<file path="src/sv/rsr_pkg.sv">
// shared types and state codes for the replacement-selection run generator
package rsr_pkg;

   localparam int TAG_W   = 32;
   localparam int DEPT_W  = 64;
   localparam int SCORE_W = 32;
   localparam int RUN_W   = 16;
   localparam int SEQ_W   = 32;
   localparam int CAP_W   = 11;

   localparam logic [CAP_W-1:0] CAP_RESET = 11'd1024;
   localparam logic [RUN_W-1:0] RUN_MAX   = 16'hFFFF;

   typedef struct packed {
      logic [TAG_W-1:0]          tag;
      logic [DEPT_W-1:0]         dept;
      logic signed [SCORE_W-1:0] score;
      logic [RUN_W-1:0]          run;
      logic [SEQ_W-1:0]          seq;
   } entry_type;

   typedef enum logic [3:0] {
      ST_IDLE,
      ST_UP_RD,
      ST_UP_CMP,
      ST_TOP,
      ST_LAST,
      ST_DN_L,
      ST_DN_R,
      ST_DN_RC,
      ST_DN_C
   } state_type;

endpackage

</file>
<file path="src/sv/rsr_cmp.sv">
// heap order compare: run asc, dept asc, score desc, arrival asc
module rsr_cmp (
   input  rsr_pkg::entry_type a,
   input  rsr_pkg::entry_type b,
   output logic               less
);

   always_comb begin
      if (a.run != b.run) begin
         less = a.run < b.run;
      end else if (a.dept != b.dept) begin
         less = a.dept < b.dept;
      end else if (a.score != b.score) begin
         less = a.score > b.score;
      end else begin
         less = a.seq < b.seq;
      end
   end

endmodule

</file>
<file path="config.mk">
export PLATFORM = sky130hd
export DESIGN_NAME = rsr_cmp
export DESIGN_NICKNAME = d
export VERILOG_FILES = /design/src/sv/rsr_pkg.sv /design/src/sv/rsr_cmp.sv
export SDC_FILE = /design/constraint.sdc
export NUM_CORES = 1
export LEC_CHECK = 0
export BUFFER_PORTS_ARGS = -buffer_cell sky130_fd_sc_hd__buf_2
export CORE_AREA = 5 5 132 134
export DETAILED_ROUTE_END_ITERATION = 10
export DIE_AREA = 0 0 137 139
export PLACE_DENSITY = 0.52
export SYNTH_ARGS = -nofsm -noshare
export SYNTH_HDL_FRONTEND = slang
export SYNTH_SLANG_ARGS = --single-unit
</file>
<file path="constraint.sdc">
create_clock -name vclk -period 2.8
set_input_delay 0.14 -clock vclk [all_inputs]
set_output_delay 0.14 -clock vclk [all_outputs]
set_load 0.02 [all_outputs]
</file>
==> metrics.md, run 1 <==
| Metric | Value |
|---|---|
| Status | `complete, no violations` |
| Pwr dens | `122 nW/um^2` |
| Worst slew margin | `0.710` |
| Hold path endpoint | `less` |
| Hold Path Depth | `7` |
| Hold crit path type | `in2out` |
| CP Capture Type | `primary output` |
| Slew Viols, Final | `0` |
| Arrival time worst endpoint | `2.49 ns` |
| CORE AREA | `16200 sq um` |
| Die area | `19000 sq um` |
| Total GRT Usage | `0.128` |
| Standard-cell rows | `47` |
| Port Buffers | `289` |
| F_max | `0.381 GHz` |
| DRC | `0` |
| Post-CTS Hold Fix Bufs | `0` |
| GP Congestion | `0.818` |
| Leak pwr | `3.61 nW` |
| Worst hold slack | `0.939 ns` |
| Placed cells | `1011` |
| Yosys cell types | `37` |
| Initial antenna violation count | `5` |
| Worst hold start | `a[31]` |
| Final Cycle Share | `0.938` |
| First-pass GRT wire length | `20200 um` |
| WP data required | `2.66 ns` |
| WS Path Type | `in2out` |
| Grt ovf | `0` |
| Area occupied by registers | `0 sq um` |
| Syn nets | `992` |
| Maxcap violations | `0` |
| Worst VDD drop | `0.0000392 V` |
| Nets | `1288` |
| Fin. Hold Viols | `0` |
| Vias per inst | `4.21` |
| Via count | `4267` |
| Initial Util | `0.225` |
| Starting DRC count in detailed routing | `112` |
| Largest net degree at the start of global routing | `5` |
| Routed length per placed instance | `13.1 um` |
| Synth Instances | `497` |
| Yosys warns | `0` |
| # IOs | `353` |
| Clkbuf count | `0` |
| Hpwl dp | `12800 um` |
| Chip Height | `139 um` |
| Syn avg cell area | `7.31 sq um` |
| Least-Margin Pin Slew | `0.430 ns` |
| Sequential fraction of the synthesis area | `0` |
| DRT antenna net count | `0` |
| Layout Cells excl Fill | `1013` |
| Routed wire length | `13300 um` |
| Fraction of layout cells with a size suffix above 1 | `0.387` |
| Final setup fails | `0` |
| Crit-path max FO | `3` |
| Clock period minus worst slack | `2.63 ns` |
| Startpoint types | `input pin` |
| Cell Area, Synth | `3630 sq um` |
| DR pass1 iterations | `4` |
| Syn-to-layout area delta | `50.4%` |
| Seq_cells | `0` |
| Vias in the first global route | `4319` |
| Die width | `137 um` |
| Fill cells | `1801` |
==> metal layers <==
metal  share of wire  wire length [um]  up-vias  track usage
li1                -                 -     2332            -
met1            0.44              5810     1773        0.164
met2            0.47              6310      132        0.227
met3           0.071               947       22       0.0250
met4           0.014               183        8       0.0142
met5          0.0040                53        -            0
==> report_power, final <==
group             internal [W]  switching, W  leakage, nW
Clock          0.0000000000955             0    0.0000127
Combinational         0.000363      0.000303         3.61
Sequential                   0             0            0
==> how the worst max path moves through the flow <==
stage            to  depth (start not counted)  slack (ns)   start
6_report       less                         12        0.17  b[135]
5_1_grt        less                         12       -0.02  b[135]
4_1_cts        less                         12       0.001  b[123]
3_5_place_dp   less                         12       -0.18  b[135]
3_3_place_gp   less                         12       -0.09  b[135]
2_1_floorplan  less                         10        0.29  b[135]
==> cell usage in the layout, fill, tap and decap left out, types with 3 or more instances in the layout <==
| cell | instances |
|---|---|
| a211oi_1 | 7 |
| a21o_1 | 35 |
| a21oi_1 | 43 |
| a31oi_1 | 3 |
| and4_1 | 3 |
| buf_2 | 288 |
| buf_4 | 5 |
| ha_1 | 139 |
| ha_4 | 4 |
| inv_1 | 145 |
| nand2_1 | 17 |
| nand2b_1 | 3 |
| nand3_1 | 12 |
| nand4_1 | 29 |
| nor2_1 | 9 |
| nor2b_1 | 4 |
| nor3_1 | 3 |
| o21a_1 | 3 |
| o21ai_0 | 5 |
| o21ai_1 | 5 |
==> cells in the mapped netlist (all sizes together), types with 4 or more instances <==
library cell  count  share of area
nor2b             4         0.0069
a21o             35          0.072
ha              143           0.49
a21oi            43          0.059
nand2            18          0.019
nand3            13          0.018
o21ai            10          0.014
nand4            29          0.050
nor2              9         0.0093
inv             145           0.15
a211oi            7          0.014
==> cell families (layout without fill, tap and decap cells) <==
group           after synthesis  in the layout  synth area share
fa+ha+maj                   143            143             0.493
mux                           1              1           0.00310
simple gates                 91             91             0.145
other cells                   0              2                 0
compound gates              117            117             0.209
buf+inv                     145            439             0.150
==> critical path, stage by stage <==
cell and delay (ns):
buf_2 0.08, inv_1 0.07, ha_4 0.28, nand4_1 0.12, or4_4 0.59, nor4_4 0.24
nand2_2 0.12, nor4_4 0.25, o211ai_1 0.14, a211o_1 0.26, nand3_2 0.08, buf_6 0.12
==> what timing repair did <==
action / 4_1_cts / 5_1_grt
gates resized for setup: 0 / 8
endpoints found under the setup margin: 1 / 1
setup buffers: 0 / 0
endpoints found under the hold margin: 0 / 0
cloned: 0 / 0
pin swaps: 2 / 1
==> final cells by class <==
cell class	count	area, sq um	area share
Multi-Input combinational cell	352	3150	0.576
Timing Repair Buffer	294	1490	0.273
Inverter	145	544	0.0997
Tap cell	220	275	0.0504
Antenna cell	2	5.00	0.000916
==> through the flow <==
| step | worst slack, ns | TNS (ns) | power (W) | cell area, sq um | utilization |
|---|---|---|---|---|---|
| after floorplan | 0.291 | 0 | 0.000355 | 3630 | - |
| after global placement | -0.0915 | -0.0915 | 0.000657 | 5390 | 0.333 |
| after detailed placement | -0.178 | -0.178 | 0.000660 | 5390 | 0.333 |
| after CTS | 0.00150 | 0 | 0.000665 | 5390 | 0.333 |
| after global routing | -0.0248 | -0.0248 | 0.000779 | 5460 | 0.338 |
| final | 0.174 | 0 | 0.000666 | 5460 | 0.338 |
Power figures use the tool's default switching activity.
==> run 2: changes to the inputs <==
--- a/config.mk
+++ b/config.mk
@@ -5,11 +5,12 @@
 export SDC_FILE = /design/constraint.sdc
 export NUM_CORES = 1
 export LEC_CHECK = 0
+export ABC_AREA = 1
 export BUFFER_PORTS_ARGS = -buffer_cell sky130_fd_sc_hd__buf_2
-export CORE_AREA = 5 5 132 134
+export CORE_AREA = 5 5 135 137
 export DETAILED_ROUTE_END_ITERATION = 10
-export DIE_AREA = 0 0 137 139
-export PLACE_DENSITY = 0.52
+export DIE_AREA = 0 0 140 142
+export PLACE_DENSITY = 0.51
 export SYNTH_ARGS = -nofsm -noshare
 export SYNTH_HDL_FRONTEND = slang
 export SYNTH_SLANG_ARGS = --single-unit
==> metrics.md, run 2 <==
| Metric | Value |
|---|---|
| First-pass GRT wire length | `20000 um (-0.79%)` |
| Post-CTS sizing | `0 (unchanged)` |
| WP data required | `2.66 ns (about the same)` |
| Status | `complete, no violations` |
| Initial Util | `0.222 (-0.00216)` |
| Nets | `1385 (+7.5%)` |
| Die area | `19900 sq um (+4.4%)` |
| Port Buffers | `289 (unchanged)` |
| Total GRT Usage | `0.119 (-0.00936)` |
| CORE AREA | `16900 sq um (+4.7%)` |
| Least-Margin Pin Slew | `0.280 ns (-0.150 ns)` |
| Routed wire length | `12800 um (-3.8%)` |
| Slew Viols, Final | `0 (unchanged)` |
| Final setup margin | `0.819 ns (+0.644 ns)` |
| Yosys cell types | `25 (-32%)` |
| Hpwl dp | `12600 um (-1.3%)` |
| Placed cells | `1113 (+10%)` |
| Chip Height | `142 um (+2.2%)` |
| # IOs | `353 (unchanged)` |
| TNS Setup | `0 ns (unchanged)` |
| P_int | `0.000349 W (-3.8%)` |
| Clkbuf count | `0 (unchanged)` |
| Worst slew margin | `0.812 (+0.101)` |
| CP Capture Type | `primary output` |
| Final setup fails | `0 (unchanged)` |
| Area occupied by registers | `0 sq um (unchanged)` |
| Synth Instances | `599 (+21%)` |
| Syn nets | `1094 (+10%)` |
| Fin. Hold Viols | `0 (unchanged)` |
| Clock period minus worst slack | `1.98 ns (-0.644 ns)` |
| WS Path Type | `in2out` |
| Seq_cells | `0 (unchanged)` |
| F_max | `0.505 GHz (+33%)` |
| Synth top area share | `0.475 (-0.0177)` |
| Syn-to-layout area delta | `45.9%` |
| Initial antenna violation count | `0 (-5)` |
| Syn avg cell area | `6.29 sq um (-14%)` |
| Top Usage Layer GRT | `met2` |
| GP Congestion | `0.824 (+0.81%)` |
| Arrival time worst endpoint | `1.84 ns (-0.65 ns)` |
| Yosys warns | `0 (unchanged)` |
| Combinational cell fraction of total power | `1.000 (about the same)` |
| Synth area leaders | `ha_1 (47%), inv_1 (17%), nand2_1 (12%), a21oi_1 (9.3%), nor2_1 (2.5%)` |
| Post-CTS Hold Fix Bufs | `0 (unchanged)` |
| Post CTS Setup Buffer Count | `0 (unchanged)` |
| Die width | `140 um (+2.2%)` |
| Final Cycle Share | `0.708 (-0.230)` |
| Standard-cell rows | `48 (+2.1%)` |
| Synth area leader | `ha_1` |
| Pwr dens | `124 nW/um^2 (+1.4%)` |
| Fill cells | `1976 (+9.7%)` |
| Seq pwr share | `0 (unchanged)` |
| Layout Cells excl Fill | `1113 (+9.9%)` |
| Post-synth top cells | `inv_1 (170), ha_1 (143), nand2_1 (118), a21oi_1 (70), nor2_1 (25)` |
| Hold crit path type | `in2out` |
| Switching share of total power | `0.487 (+0.0312)` |
| Grt ovf | `0 (unchanged)` |
| Startpoint types | `input pin` |
| Setup WS pre-CTS | `0.676 ns (+0.855 ns)` |
| DRT antenna net count | `0 (unchanged)` |
| Starting DRC count in detailed routing | `45 (-60%)` |
| Largest net degree at the start of global routing | `5 (unchanged)` |
| Met1 Resource Use GR | `0.133 (-0.0312)` |
| Vias per inst | `4.02 (-4.5%)` |
| Worst VDD drop | `0.0000567 V (+45%)` |
| Area taken by multi-input logic gates | `3120 sq um (-0.91%)` |
| Crit-path max FO | `4 (+1)` |
| RSZ-0062 raised after global routing | `false` |
| Sequential fraction of the synthesis area | `0 (unchanged)` |
| Via count | `4479 (+5.0%)` |
| DRC | `0 (unchanged)` |
| Top-count cell post-synth | `inv_1` |
| Clock power frac | `0 (unchanged)` |
| Power Total | `0.000680 W (+2.1%)` |
| # diodes | `0 (-2)` |
| Cell Area, Synth | `3770 sq um (+3.7%)` |
| GR Util met3 | `0.0346 (+0.00957)` |
| Most common cell after layout, fill and taps aside | `buf_2` |
| Switching power | `0.000331 W (+9.1%)` |
| Most frequent cells in the layout | `buf_2 (289), inv_1 (170), ha_1 (143)` |
| Routed length per placed instance | `11.5 um (-12%)` |
| DR pass1 iterations | `4 (unchanged)` |
| Maxcap violations | `0 (unchanged)` |
| Vias in the first global route | `4519 (+4.6%)` |
| Met2 usage | `0.233 (+0.00678)` |
| Leak pwr | `3.72 nW (+3.1%)` |
| Fraction of layout cells with a size suffix above 1 | `0.334 (-0.0524)` |
[run 2: logic make-up after synthesis]
group,synth area share
adder cells (fa/ha/maj),0.475
AO/OA/AOI/OAI,0.148
AND/OR/NAND/NOR,0.204
buffers and inverters,0.172
[run 2: metrics by stage]
| step | util | hold slack, ns | instance area, sq um |
|---|---|---|---|
| floorplan | - | 0.722 | 3770 |
| global placement | 0.324 | 0.949 | 5500 |
| detailed placement | 0.324 | 0.967 | 5500 |
| CTS | 0.324 | 0.972 | 5500 |
| global route | 0.324 | 1.02 | 5500 |
| finish | 0.324 | 0.952 | 5500 |
[run 2: final timing paths]
kind              endpoint  cells after the start  slack [ns]  startpoint
setup / recovery      less                     14        0.82       b[79]
hold / removal        less                      8        0.95       a[47]
[run 2: final cells by class]
class / count / area share
inverters: 173 / 0.118
multi-input cells: 426 / 0.567
well taps: 225 / 0.0512
repair buffers: 289 / 0.263
[run 2: metal layers]
layer | share of wire | vias to the layer above
met4 | 0.0038 | 0
met2 | 0.50 | 179
li1 | - | 2507
met3 | 0.11 | 2
met5 | 0 | -
met1 | 0.39 | 1791
[run 2: power by group through the flow]
| stage | combinational, W | sequential (W) | clock, W |
|---|---|---|---|
| after detailed placement | 0.000693 | 0 | 0 |
| after floorplan | 0.000383 | 0 | 0 |
| final | 0.000680 | 0 | 0 |
| after global routing | 0.000808 | 0 | 0 |
| after CTS | 0.000699 | 0 | 0 |
| after global placement | 0.000686 | 0 | 0 |
[run 2: worst max-delay path: stages]
cell and delay, ns:
buf_2 0.07, inv_1 0.03, ha_1 0.35, nand2_2 0.08, nor2_2 0.15, nand2_2 0.09
nor4_4 0.18, nand4_1 0.16, nor2_1 0.11, nand2_1 0.10, nand3_1 0.08, nand2_1 0.05
nand2_1 0.06, buf_2 0.18
