==> config.mk <==
export PLATFORM = sky130hd
export DESIGN_NAME = rsr_ram
export DESIGN_NICKNAME = d
export VERILOG_FILES = /design/src/sv/rsr_ram.sv
export SDC_FILE = /design/constraint.sdc
export NUM_CORES = 1
export LEC_CHECK = 0
export BUFFER_PORTS_ARGS = -buffer_cell sky130_fd_sc_hd__buf_2
export CORE_ASPECT_RATIO = 2
export CORE_MARGIN = 4
export CORE_UTILIZATION = 40
export CTS_BUF_LIST = sky130_fd_sc_hd__clkbuf_16
export CTS_CLUSTER_SIZE = 40
export DETAILED_ROUTE_END_ITERATION = 10
export PLACE_DENSITY = 0.54
export SLEW_MARGIN = 20
export SYNTH_ARGS = -nofsm -noshare
export SYNTH_HDL_FRONTEND = slang
export SYNTH_SLANG_ARGS = --single-unit
==> constraint.sdc <==
create_clock -name clock -period 2.1 [get_ports clock]
set_input_delay 0 -clock clock [delete_from_list [all_inputs] [get_ports clock]]
set_output_delay 0 -clock clock [all_outputs]
set_load 0.02 [all_outputs]
==> src/sv/rsr_ram.sv <==
// generic single write port ram with registered read
module rsr_ram #(
   parameter int WIDTH = 8,
   parameter int DEPTH = 16
) (
   input  logic                     clock,
   input  logic                     wr_en,
   input  logic [$clog2(DEPTH)-1:0] wr_addr,
   input  logic [WIDTH-1:0]         wr_data,
   input  logic                     rd_en,
   input  logic [$clog2(DEPTH)-1:0] rd_addr,
   output logic [WIDTH-1:0]         rd_data
);

   logic [WIDTH-1:0] mem_ff [DEPTH];
   logic [WIDTH-1:0] rd_data_ff;

   always_ff @(posedge clock) begin
      if (wr_en) begin
         mem_ff[wr_addr] <= wr_data;
      end
      if (rd_en) begin
         rd_data_ff <= mem_ff[rd_addr];
      end
   end

   assign rd_data = rd_data_ff;

endmodule

==> run_results.csv, run 1 <==
group,metric,value,unit
cells_and_area,final_cell_area,6257,sq um
grt,grt_pass1_wl,15.93,mm
cts,ctsResizeCount,0,
worst_hold_path,min_from,"wr_addr[0]",
timing,period_share,72.27,%
timing,layout_min_cycle_time,1.518,ns
cts,clockBufferDepth,2,
detailed_routing,finalWirelength,10.29,mm
placed_design,place_congestion,0.7317,
worst_setup_path,crit_fanout,1,
worst_setup_path,r2r-end,"rd_data[2]$_DFFE_PP_",
cts,cts_tree,"built",
synth,syn_avg_cell_area,22.83,sq um
detailed_routing,wl_per_cell,22.70,um
worst_setup_path,ff2ff_setup_slack,0.58,ns
worst_setup_path,crit_type,"reg2reg",
cells_and_area,area_growth,19.70,%
status,status,"complete, no violations",
worst_hold_path,min_path_cells,3,
cts,clk_pin_slew,0.05,ns
worst_setup_path,rr_worst_depth,3,
worst_setup_path,cp.required,2.25,ns
cts,clock_latency,0.41,ns
timing,rsz0062_at_grt,"false",
grt,overflow,0,
floorplanning,placementRows,58,
floorplanning,die_w,88.84,um
cells_and_area,fin_util,49.27,%
cells_and_area,diodes,0,
worst_setup_path,worstReg2RegStart,"mem_ff[1][2]$_DFFE_PP_",
timing,fin_ws,0.5822,ns
cts,cts.htree.levels,4,
worst_setup_path,cp-start-kind,"register",
cells_and_area,fin_nets,311,
timing,final_hold_viol_count,0,
placed_design,portBuffers,26,
timing,fmax,0.6589,GHz
power_and_ir_drop,static-leakage-power,0.002131,uW
cts,cts_sinks,136,
grt,antenna_found_initial,0,
synth,ys_ff_latch,136,
grt,grt_pass1_vias,2688,
floorplanning,io_pins,27,
grt,grt_max_degree,33,
detailed_routing,drtIter0Drc,173,
cts,cts_buffers,17,
cts,hold_buffers,9,
synth,ys_warn_count,0,
floorplanning,initial_core_util,41.16,%
floorplanning,chipHeight,169.7,um
placed_design,place_ws,0.5122,ns
floorplanning,die-area,15070,sq um
placed_design,place_area,5627,sq um
worst_hold_path,whs_endpoint,"mem_ff[4][1]$_DFFE_PP_",
timing,max-slew-margin-rel,52.55,%
timing,drv_slew,0,
worst_hold_path,hp-class,"in2reg",
flow_run,max_cap_violations,0,
cts,post-cts-setup-buffer-count,0,
detailed_routing,vias,2428,
timing,fin_tns_setup,0,ns
grt,grt_use_total,15.17,%
detailed_routing,avgViaCountPerCell,5.360,
floorplanning,core,12700,sq um
worst_setup_path,critPathArrivalTime,1.67,ns
power_and_ir_drop,ir_worst_vdd,0.0006461,V
detailed_routing,drc_errors,0,
cts,ctsRootBufferMaster,"clkbuf_16",
power_and_ir_drop,power_density,973.3,nW/um^2
placed_design,dpl.hpwl,6.843,mm
cells_and_area,drive_above_1_share,29.37,%
timing,fin_skew,0.005540,ns
synth,ys_seq_area_share,78.12,%
synth,yosysUniqueCellTypes,18,
synth,synth_fp_nets,248,
detailed_routing,drtAntennaViolNets,0,
worst_setup_path,endpoint_kind,"register",
timing,tightest_slew,0.7091,ns
timing,setup_viol,0,
synth,synthCells,229,
detailed_routing,firstDrtPassIters,4,
synth,syn-cell-area,5228,sq um
flip-flops by register name, indices dropped and copies added, names as in the netlist:
signal   flops
rd_data      8
mem_ff     128
through the flow:
| stage | total power [uW] | std cells | hold WS, ns |
|---|---|---|---|
| global placement | 3423 | 414 | 0.3830 |
| detailed placement | 3431 | 414 | 0.3826 |
| global route | 6301 | 453 | 0.1683 |
| floorplan | 3298 | 229 | 0.09887 |
| finish | 6090 | 453 | 0.1653 |
| CTS | 6158 | 453 | 0.1503 |
layer usage:
| metal | GRT usage, % | part of all wire, % | vias to the layer above |
|---|---|---|---|
| li1 | - | - | 1103 |
| met1 | 16.93 | 38 | 1267 |
| met2 | 27.02 | 58 | 43 |
| met3 | 3.984 | 2.9 | 15 |
| met4 | 5.592 | 1.9 | 0 |
| met5 | 0 | 0 | - |
final cells by class:
| cell class | instances | area (sq um) |
|---|---|---|
| Clock buffer | 17 | 425.4 |
| Clock inverter | 13 | 115.1 |
| Fill cell | 1031 | 6442 |
| Multi-Input combinational cell | 83 | 1057 |
| Sequential cell | 136 | 4084 |
| Tap cell | 150 | 187.7 |
| Timing Repair Buffer | 54 | 387.9 |
worst max path at each step:
stage | from | depth (start not counted) | to
6_report | mem_ff[1][2]$_DFFE_PP_ | 3 | rd_data[2]$_DFFE_PP_
5_1_grt | mem_ff[1][2]$_DFFE_PP_ | 3 | rd_data[2]$_DFFE_PP_
4_1_cts | mem_ff[1][2]$_DFFE_PP_ | 3 | rd_data[2]$_DFFE_PP_
3_5_place_dp | rd_addr[0] | 5 | rd_data[1]$_DFFE_PP_
3_3_place_gp | rd_addr[0] | 5 | rd_data[1]$_DFFE_PP_
2_1_floorplan | wr_addr[2] | 2 | mem_ff[0][0]$_DFFE_PP_
cells by family after synthesis:
| logic type | share of synthesized area, % |
|---|---|
| buffers and inverters | 1.651 |
| flip-flops | 78.12 |
| AND/OR/NAND/NOR | 3.136 |
| multiplexers | 14.79 |
| AO/OA/AOI/OAI | 2.298 |
report_power, final:
part / leakage [uW] / internal [uW] / total, uW / switching [uW]
logic: 0.000621 / 131 / 305 / 174
registers: 0.00124 / 3060 / 3070 / 14.1
clock network: 0.000273 / 1700 / 2710 / 1010
cell usage in the layout, fill, tap and decap left out, drive strengths merged, types with 4 or more instances in the layout:
cell         instances
clkinv               7
a22oi               16
nor2                13
nor3                 4
mux4                32
nand2                9
dlygate4sd3          9
clkbuf              17
edfxtp             136
buf                 45
critical path, stage by stage (launching register included):
cell and delay [ns]:
edfxtp_1 0.41, mux4_1 0.53, a22oi_1 0.25, nand2_1 0.08
cells in the mapped netlist:
master | instances | area [sq um]
nor3_1 | 4 | 20.02
buf_4 | 1 | 7.510
and2_1 | 1 | 6.260
mux4_1 | 14 | 367.9
a22oi_1 | 16 | 120.1
buf_2 | 3 | 15.01
mux4_2 | 18 | 405.4
nor2_1 | 13 | 48.80
nand3_1 | 1 | 5.000
and2b_1 | 1 | 7.510
buf_6 | 3 | 33.78
nand2_1 | 9 | 33.78
edfxtp_1 | 136 | 4084
nand3b_1 | 2 | 15.01
or3b_2 | 1 | 8.760
nor2b_1 | 1 | 6.260
clkdlybuf4s25_2 | 3 | 30.03
nand2b_1 | 2 | 12.51
Note: power is estimated with default switching activity, not from simulation.
==> inputs of run 2 (changes only) <==
--- a/config.mk
+++ b/config.mk
@@ -5,6 +5,7 @@
 export SDC_FILE = /design/constraint.sdc
 export NUM_CORES = 1
 export LEC_CHECK = 0
+export ABC_AREA = 1
 export BUFFER_PORTS_ARGS = -buffer_cell sky130_fd_sc_hd__buf_2
 export CORE_ASPECT_RATIO = 2
 export CORE_MARGIN = 4
@@ -12,7 +13,7 @@
 export CTS_BUF_LIST = sky130_fd_sc_hd__clkbuf_16
 export CTS_CLUSTER_SIZE = 40
 export DETAILED_ROUTE_END_ITERATION = 10
-export PLACE_DENSITY = 0.54
+export PLACE_DENSITY = 0.56
 export SLEW_MARGIN = 20
 export SYNTH_ARGS = -nofsm -noshare
 export SYNTH_HDL_FRONTEND = slang
==> constraint.sdc (replaced) <==
create_clock -name clock -period 1.3 [get_ports clock]
set_input_delay 0 -clock clock [delete_from_list [all_inputs] [get_ports clock]]
set_output_delay 0 -clock clock [all_outputs]
set_load 0.02 [all_outputs]
==> run_results.csv, run 2 <==
group,metric,value,unit
status,status,"complete, no violations",
worst_setup_path,critPathArrivalTime,1.30,ns
cells_and_area,fin_util,48.94,%
floorplanning,die_w,93.49,um
floorplanning,initial_core_util,40.74,%
worst_hold_path,hp-class,"in2reg",
cts,ctsResizeCount,0,
synth,syn-cell-area,5847,sq um
synth,ys_ff_latch,136,
power_and_ir_drop,intPower,8177,uW
cts,clock_latency,0.42,ns
cts,clk_pin_slew,0.06,ns
timing,setup_viol,0,
cts,cts.htree.levels,4,
synth,ys_top_cells_by_area,"edfxtp_1, nand2_1, nand3_1",
cells_and_area,drive_above_1_share,14.31,%
power_and_ir_drop,comb_power_share,6.3,%
power_and_ir_drop,seqPwrFrac,47.4,%
synth,synth_commonest_cells,"nand2_1, edfxtp_1, inv_1",
synth,ys_seq_area_share,69.85,%
grt,grt_pass1_vias,3934,
power_and_ir_drop,power_density,1491,nW/um^2
synth,synthCells,551,
floorplanning,chipHeight,179.0,um
power_and_ir_drop,ir_worst_vdd,0.0009009,V
flow_run,max_cap_violations,0,
power_and_ir_drop,p_clk_share,46.2,%
power_and_ir_drop,p_switching,2295,uW
timing,tightest_slew,0.5688,ns
timing,final_hold_viol_count,0,
worst_hold_path,min_path_cells,1,
synth,syn_avg_cell_area,10.61,sq um
power_and_ir_drop,p_sw_share,21.92,%
timing,max-slew-margin-rel,62.02,%
detailed_routing,avgViaCountPerCell,4.736,
worst_setup_path,cp-start-kind,"register",
grt,grt_pass1_wl,21.60,mm
floorplanning,io_pins,27,
detailed_routing,drtAntennaViolNets,0,
synth,synth_edf_count,136,
synth,yosysUniqueCellTypes,11,
detailed_routing,firstDrtPassIters,4,
placed_design,dpl.hpwl,9.277,mm
floorplanning,core,14350,sq um
timing,holdWs,0.009987,ns
cts,clockBufferDepth,2,
detailed_routing,drc_errors,0,
synth,synth_fp_nets,570,
synth,synth.most_common_cell,"nand2_1",
cts,cts_buffers,17,
cells_and_area,fin_nets,628,
detailed_routing,vias,3855,
cells_and_area,regMostFlops,"mem_ff",
cells_and_area,nFillCells,1301,
synth,async_reset_ff_share,0,%
cells_and_area,largest_reg_flops,128,
grt,overflow,0,
placed_design,place_congestion,0.8277,
cells_and_area,multi_input_area,1214,sq um
timing,rsz0062_at_grt,"false",
timing,drv_slew,0,
worst_setup_path,cp.required,1.47,ns
placed_design,place_ws,0.04512,ns
cts,cts_sinks,136,
timing,fin_ws,0.1702,ns
floorplanning,die-area,16730,sq um
grt,grt_use_total,17.93,%
timing,layout_min_cycle_time,1.130,ns
placed_design,portBuffers,26,
timing,period_share,86.91,%
synth,ys.flop_type,"edfxtp_1",
worst_setup_path,crit_type,"reg2reg",
worst_setup_path,rr_worst_depth,6,
grt,antenna_found_initial,0,
grt,grt_max_degree,33,
worst_setup_path,crit_fanout,1,
power_and_ir_drop,static-leakage-power,0.003021,uW
detailed_routing,drtIter0Drc,203,
floorplanning,placementRows,62,
cells_and_area,diodes,0,
worst_setup_path,endpoint_kind,"register",
timing,fin_tns_setup,0,ns
synth,ys_warn_count,0,
cells_and_area,layout_common_cells,"nand2_1, edfxtp_1, inv_1",
synth,yosysTopAreaCell,"edfxtp_1",
detailed_routing,wl_per_cell,16.73,um
cells_and_area,regArea,4084,sq um
timing,fmax,0.8851,GHz
cts,cts_tree,"built",
detailed_routing,finalWirelength,13.62,mm
cts,ctsRootBufferMaster,"clkbuf_16",
cells_and_area,layout_commonest_cell,"nand2_1",
synth,netlist.area_leader.share,69.85,%
timing,fin_skew,0.009180,ns
cells_and_area,area_growth,20.12,%
-- run 2: changes by cell type in the layout (fill, tap and decap cells not counted), moves of 7 or more --
cell,change
mux4_1,-14
nand2_1,+164
buf_4,+7
inv_1,+98
mux4_2,-18
nand3_1,+96
a22oi_1,-16
-- run 2: cells by family after synthesis --
kind of cell	after synthesis	synth area share [%]
AND/OR/NAND/NOR	289	20.76
flip-flops	136	69.85
buffers and inverters	126	9.394
-- run 2: final cells by class --
type / count / area share, %
repair buffers: 63 / 7.126
flip-flops and latches: 136 / 58.15
multi-input cells: 289 / 17.28
well taps: 192 / 3.421
clock buffers: 17 / 6.057
inverters: 102 / 5.452
clock inverters: 15 / 2.512
-- run 2: routing by layer --
layer / track usage [%] / vias to the layer above / wire [um]
met5: 0 / - / 0
met4: 9.786 / 0 / 646
met3: 3.696 / 33 / 438
met2: 32.24 / 94 / 7323
met1: 19.31 / 1831 / 5207
li1: - / 1897 / -
-- run 2: path summary, 6_finish.rpt --
path	startpoint	to	slack, ns
max	mem_ff[9][4]$_DFFE_PP_	rd_data[4]$_DFFE_PP_	0.17
min	wr_data[2]	mem_ff[15][2]$_DFFE_PP_	0.01
max reg2reg	mem_ff[9][4]$_DFFE_PP_	rd_data[4]$_DFFE_PP_	0.17
min reg2reg	mem_ff[12][1]$_DFFE_PP_	rd_data[1]$_DFFE_PP_	0.74
-- run 2: what timing repair did --
item                      CTS  global route
setup buffers               0             0
hold endpoints to repair   89             0
hold buffers                7             0
-- run 2: power by group through the flow --
stage	clock (uW)	sequential (uW)	combinational, uW
global route	5130	4980	737
floorplan	0	5080	346
detailed placement	0	5060	653
CTS	4940	4970	672
global placement	0	5060	644
finish	4840	4970	662
-- run 2: through the flow --
step                std cells  total power (uW)  area, sq um
global placement          775              5703         6351
finish                    814             10470         7023
CTS                       814             10580         7023
floorplan                 551              5427         5847
detailed placement        775              5715         6351
global route              814             10850         7023
-- run 2: critical path: stages, from the launching register on --
cell and delay [ns]:
edfxtp_1 0.38, inv_1 0.08, nand2_1 0.05, nand3_1 0.08
nand3_1 0.12, nand3_1 0.12, nand2_1 0.05
==> inputs of run 3 (changes only) <==
--- a/config.mk
+++ b/config.mk
@@ -9,11 +9,11 @@
 export BUFFER_PORTS_ARGS = -buffer_cell sky130_fd_sc_hd__buf_2
 export CORE_ASPECT_RATIO = 2
 export CORE_MARGIN = 4
-export CORE_UTILIZATION = 40
+export CORE_UTILIZATION = 55
 export CTS_BUF_LIST = sky130_fd_sc_hd__clkbuf_16
 export CTS_CLUSTER_SIZE = 40
 export DETAILED_ROUTE_END_ITERATION = 10
-export PLACE_DENSITY = 0.56
+export PLACE_DENSITY = 0.73
 export SLEW_MARGIN = 20
 export SYNTH_ARGS = -nofsm -noshare
 export SYNTH_HDL_FRONTEND = slang
==> run_results.csv, run 3 (same netlist as run 2, synthesis figures left out) <==
group,metric,value,unit
cells_and_area,regArea,4084,sq um
detailed_routing,drtIter0Drc,435,
timing,drv_slew,0,
cts,cts_sinks,136,
worst_setup_path,rr_worst_depth,6,
placed_design,portBuffers,26,
cells_and_area,area_growth,16.69,%
grt,grt_pass1_wl,20.11,mm
detailed_routing,finalWirelength,12.67,mm
placed_design,placed_cells,713,
timing,setup_viol,0,
grt,grt_pass1_vias,3903,
worst_setup_path,cp.required,1.47,ns
floorplanning,placementRows,53,
cts,clk_pin_slew,0.06,ns
cts,clock_latency,0.41,ns
grt,grt_use_total,22.55,%
power_and_ir_drop,static-leakage-power,0.002979,uW
placed_design,dpl.hpwl,8.287,mm
worst_setup_path,cp-start-kind,"register",
timing,max-slew-margin-rel,60.22,%
worst_setup_path,ff2ff_setup_slack,0.15,ns
grt,overflow,0,
detailed_routing,firstDrtPassIters,5,
cells_and_area,multi_input_area,1214,sq um
detailed_routing,vias,3939,
floorplanning,die_w,80.91,um
worst_hold_path,hp-class,"in2reg",
worst_setup_path,cp_common_cell,"nand3_1",
timing,fmax,0.8705,GHz
worst_setup_path,worstReg2RegStart,"mem_ff[1][1]$_DFFE_PP_",
floorplanning,chipHeight,153.8,um
placed_design,place_ws,0.05245,ns
floorplanning,core,10480,sq um
power_and_ir_drop,ir_worst_vdd,0.001344,V
timing,period_share,88.36,%
grt,antenna_found_initial,0,
worst_setup_path,crit_fanout,1,
cells_and_area,regMostFlops,"mem_ff",
worst_setup_path,crit_type,"reg2reg",
worst_setup_path,endpoint_kind,"register",
cts,cts.htree.levels,4,
cells_and_area,largest_reg_flops,128,
worst_setup_path,worstSetupEndpoint,"rd_data[1]$_DFFE_PP_",
placed_design,place_congestion,0.8527,
timing,final_hold_viol_count,0,
cells_and_area,layout_commonest_cell,"nand2_1",
detailed_routing,drtAntennaViolNets,0,
floorplanning,initial_core_util,55.80,%
cells_and_area,layout_common_cells,"nand2_1, edfxtp_1, inv_1",
cts,cts_buffers,17,
cts,cts_tree,"built",
timing,layout_min_cycle_time,1.149,ns
timing,fin_skew,0.007869,ns
worst_setup_path,max_stage_delay,0.37,ns
cts,ctsRootBufferMaster,"clkbuf_16",
cells_and_area,final_cells,747,
worst_setup_path,critPathArrivalTime,1.32,ns
cts,clockBufferDepth,2,
cells_and_area,drive_above_1_share,13.11,%
detailed_routing,wl_per_cell,16.96,um
cells_and_area,diodes,0,
power_and_ir_drop,power_density,1538,nW/um^2
timing,fin_ws,0.1513,ns
worst_setup_path,r2r-end,"rd_data[1]$_DFFE_PP_",
status,status,"complete, no violations",
timing,rsz0062_at_grt,"false",
cells_and_area,fin_nets,616,
worst_setup_path,crit_start,"mem_ff[1][1]$_DFFE_PP_",
worst_setup_path,crit_slowest_cell,"edfxtp_1",
flow_run,max_cap_violations,0,
floorplanning,die-area,12440,sq um
worst_hold_path,min_path_cells,1,
floorplanning,io_pins,27,
cts,ctsResizeCount,0,
timing,fin_tns_setup,0,ns
timing,tightest_slew,0.5959,ns
cells_and_area,nFillCells,833,
detailed_routing,avgViaCountPerCell,5.273,
grt,grt_max_degree,65,
worst_setup_path,worstPathCellList,"inv_1 -> nand2_1 -> nand3_1 -> nand3_1 -> nand3_1 -> nand2_1",
detailed_routing,drc_errors,0,
## run 3: worst max-delay path: cells and delay by family (launching register included)
| kind | cells | cell delay, ns |
|---|---|---|
| and+or+nand+nor | 5 | 0.48 |
| DFF | 1 | 0.37 |
| buffers and inverters | 1 | 0.07 |
## run 3: timing repair
item	4_1_cts	5_1_grt
endpoints found under the hold margin	24	0
buffers inserted	0	0
hold buffers	2	0
## run 3: through the flow
step	power, uW	hold slack, ns	area [sq um]	util, %
after floorplan	5427	0.09887	5847	-
after CTS	10530	0.006408	6823	65.12
after global routing	10810	0.007083	6823	65.12
after global placement	5661	0.3428	6192	59.10
after detailed placement	5678	0.3523	6192	59.10
final	10500	0.008864	6823	65.12
## run 3: worst min-delay path by stage
| stage | slack, ns | end | start |
|---|---|---|---|
| after floorplan | 0.1 | mem_ff[0][0]$_DFFE_PP_ | wr_data[0] |
| after global placement | 0.34 | rd_data[6]$_DFFE_PP_ | rd_en |
| after detailed placement | 0.35 | rd_data[3]$_DFFE_PP_ | rd_en |
| after CTS | 0.006 | rd_data[3]$_DFFE_PP_ | rd_addr[3] |
| after global routing | 0.007 | mem_ff[4][2]$_DFFE_PP_ | wr_data[2] |
| final | 0.009 | mem_ff[5][7]$_DFFE_PP_ | wr_data[7] |
## run 3: cell type report
cell class,count,share of cell area [%]
flip-flops and latches,136,59.86
multi-input cells,289,17.79
clock buffers,17,6.235
inverters,102,5.612
repair buffers,51,5.282
clock inverters,15,2.714
well taps,137,2.512
## run 3: power by group
group | total [uW] | internal (uW) | switching [uW]
Clock | 4900 | 3180 | 1720
Combinational | 630 | 187 | 442
Sequential | 4960 | 4940 | 23.1
Total | 10500 | 8310 | 2190
## run 3: layer usage
layer | up-vias | wire length, um | GRT usage (%)
met5 | - | 0 | 0
met4 | 0 | 647 | 13.46
met3 | 43 | 641 | 4.162
met1 | 1866 | 4440 | 24.60
li1 | 1874 | - | -
met2 | 156 | 6940 | 39.35
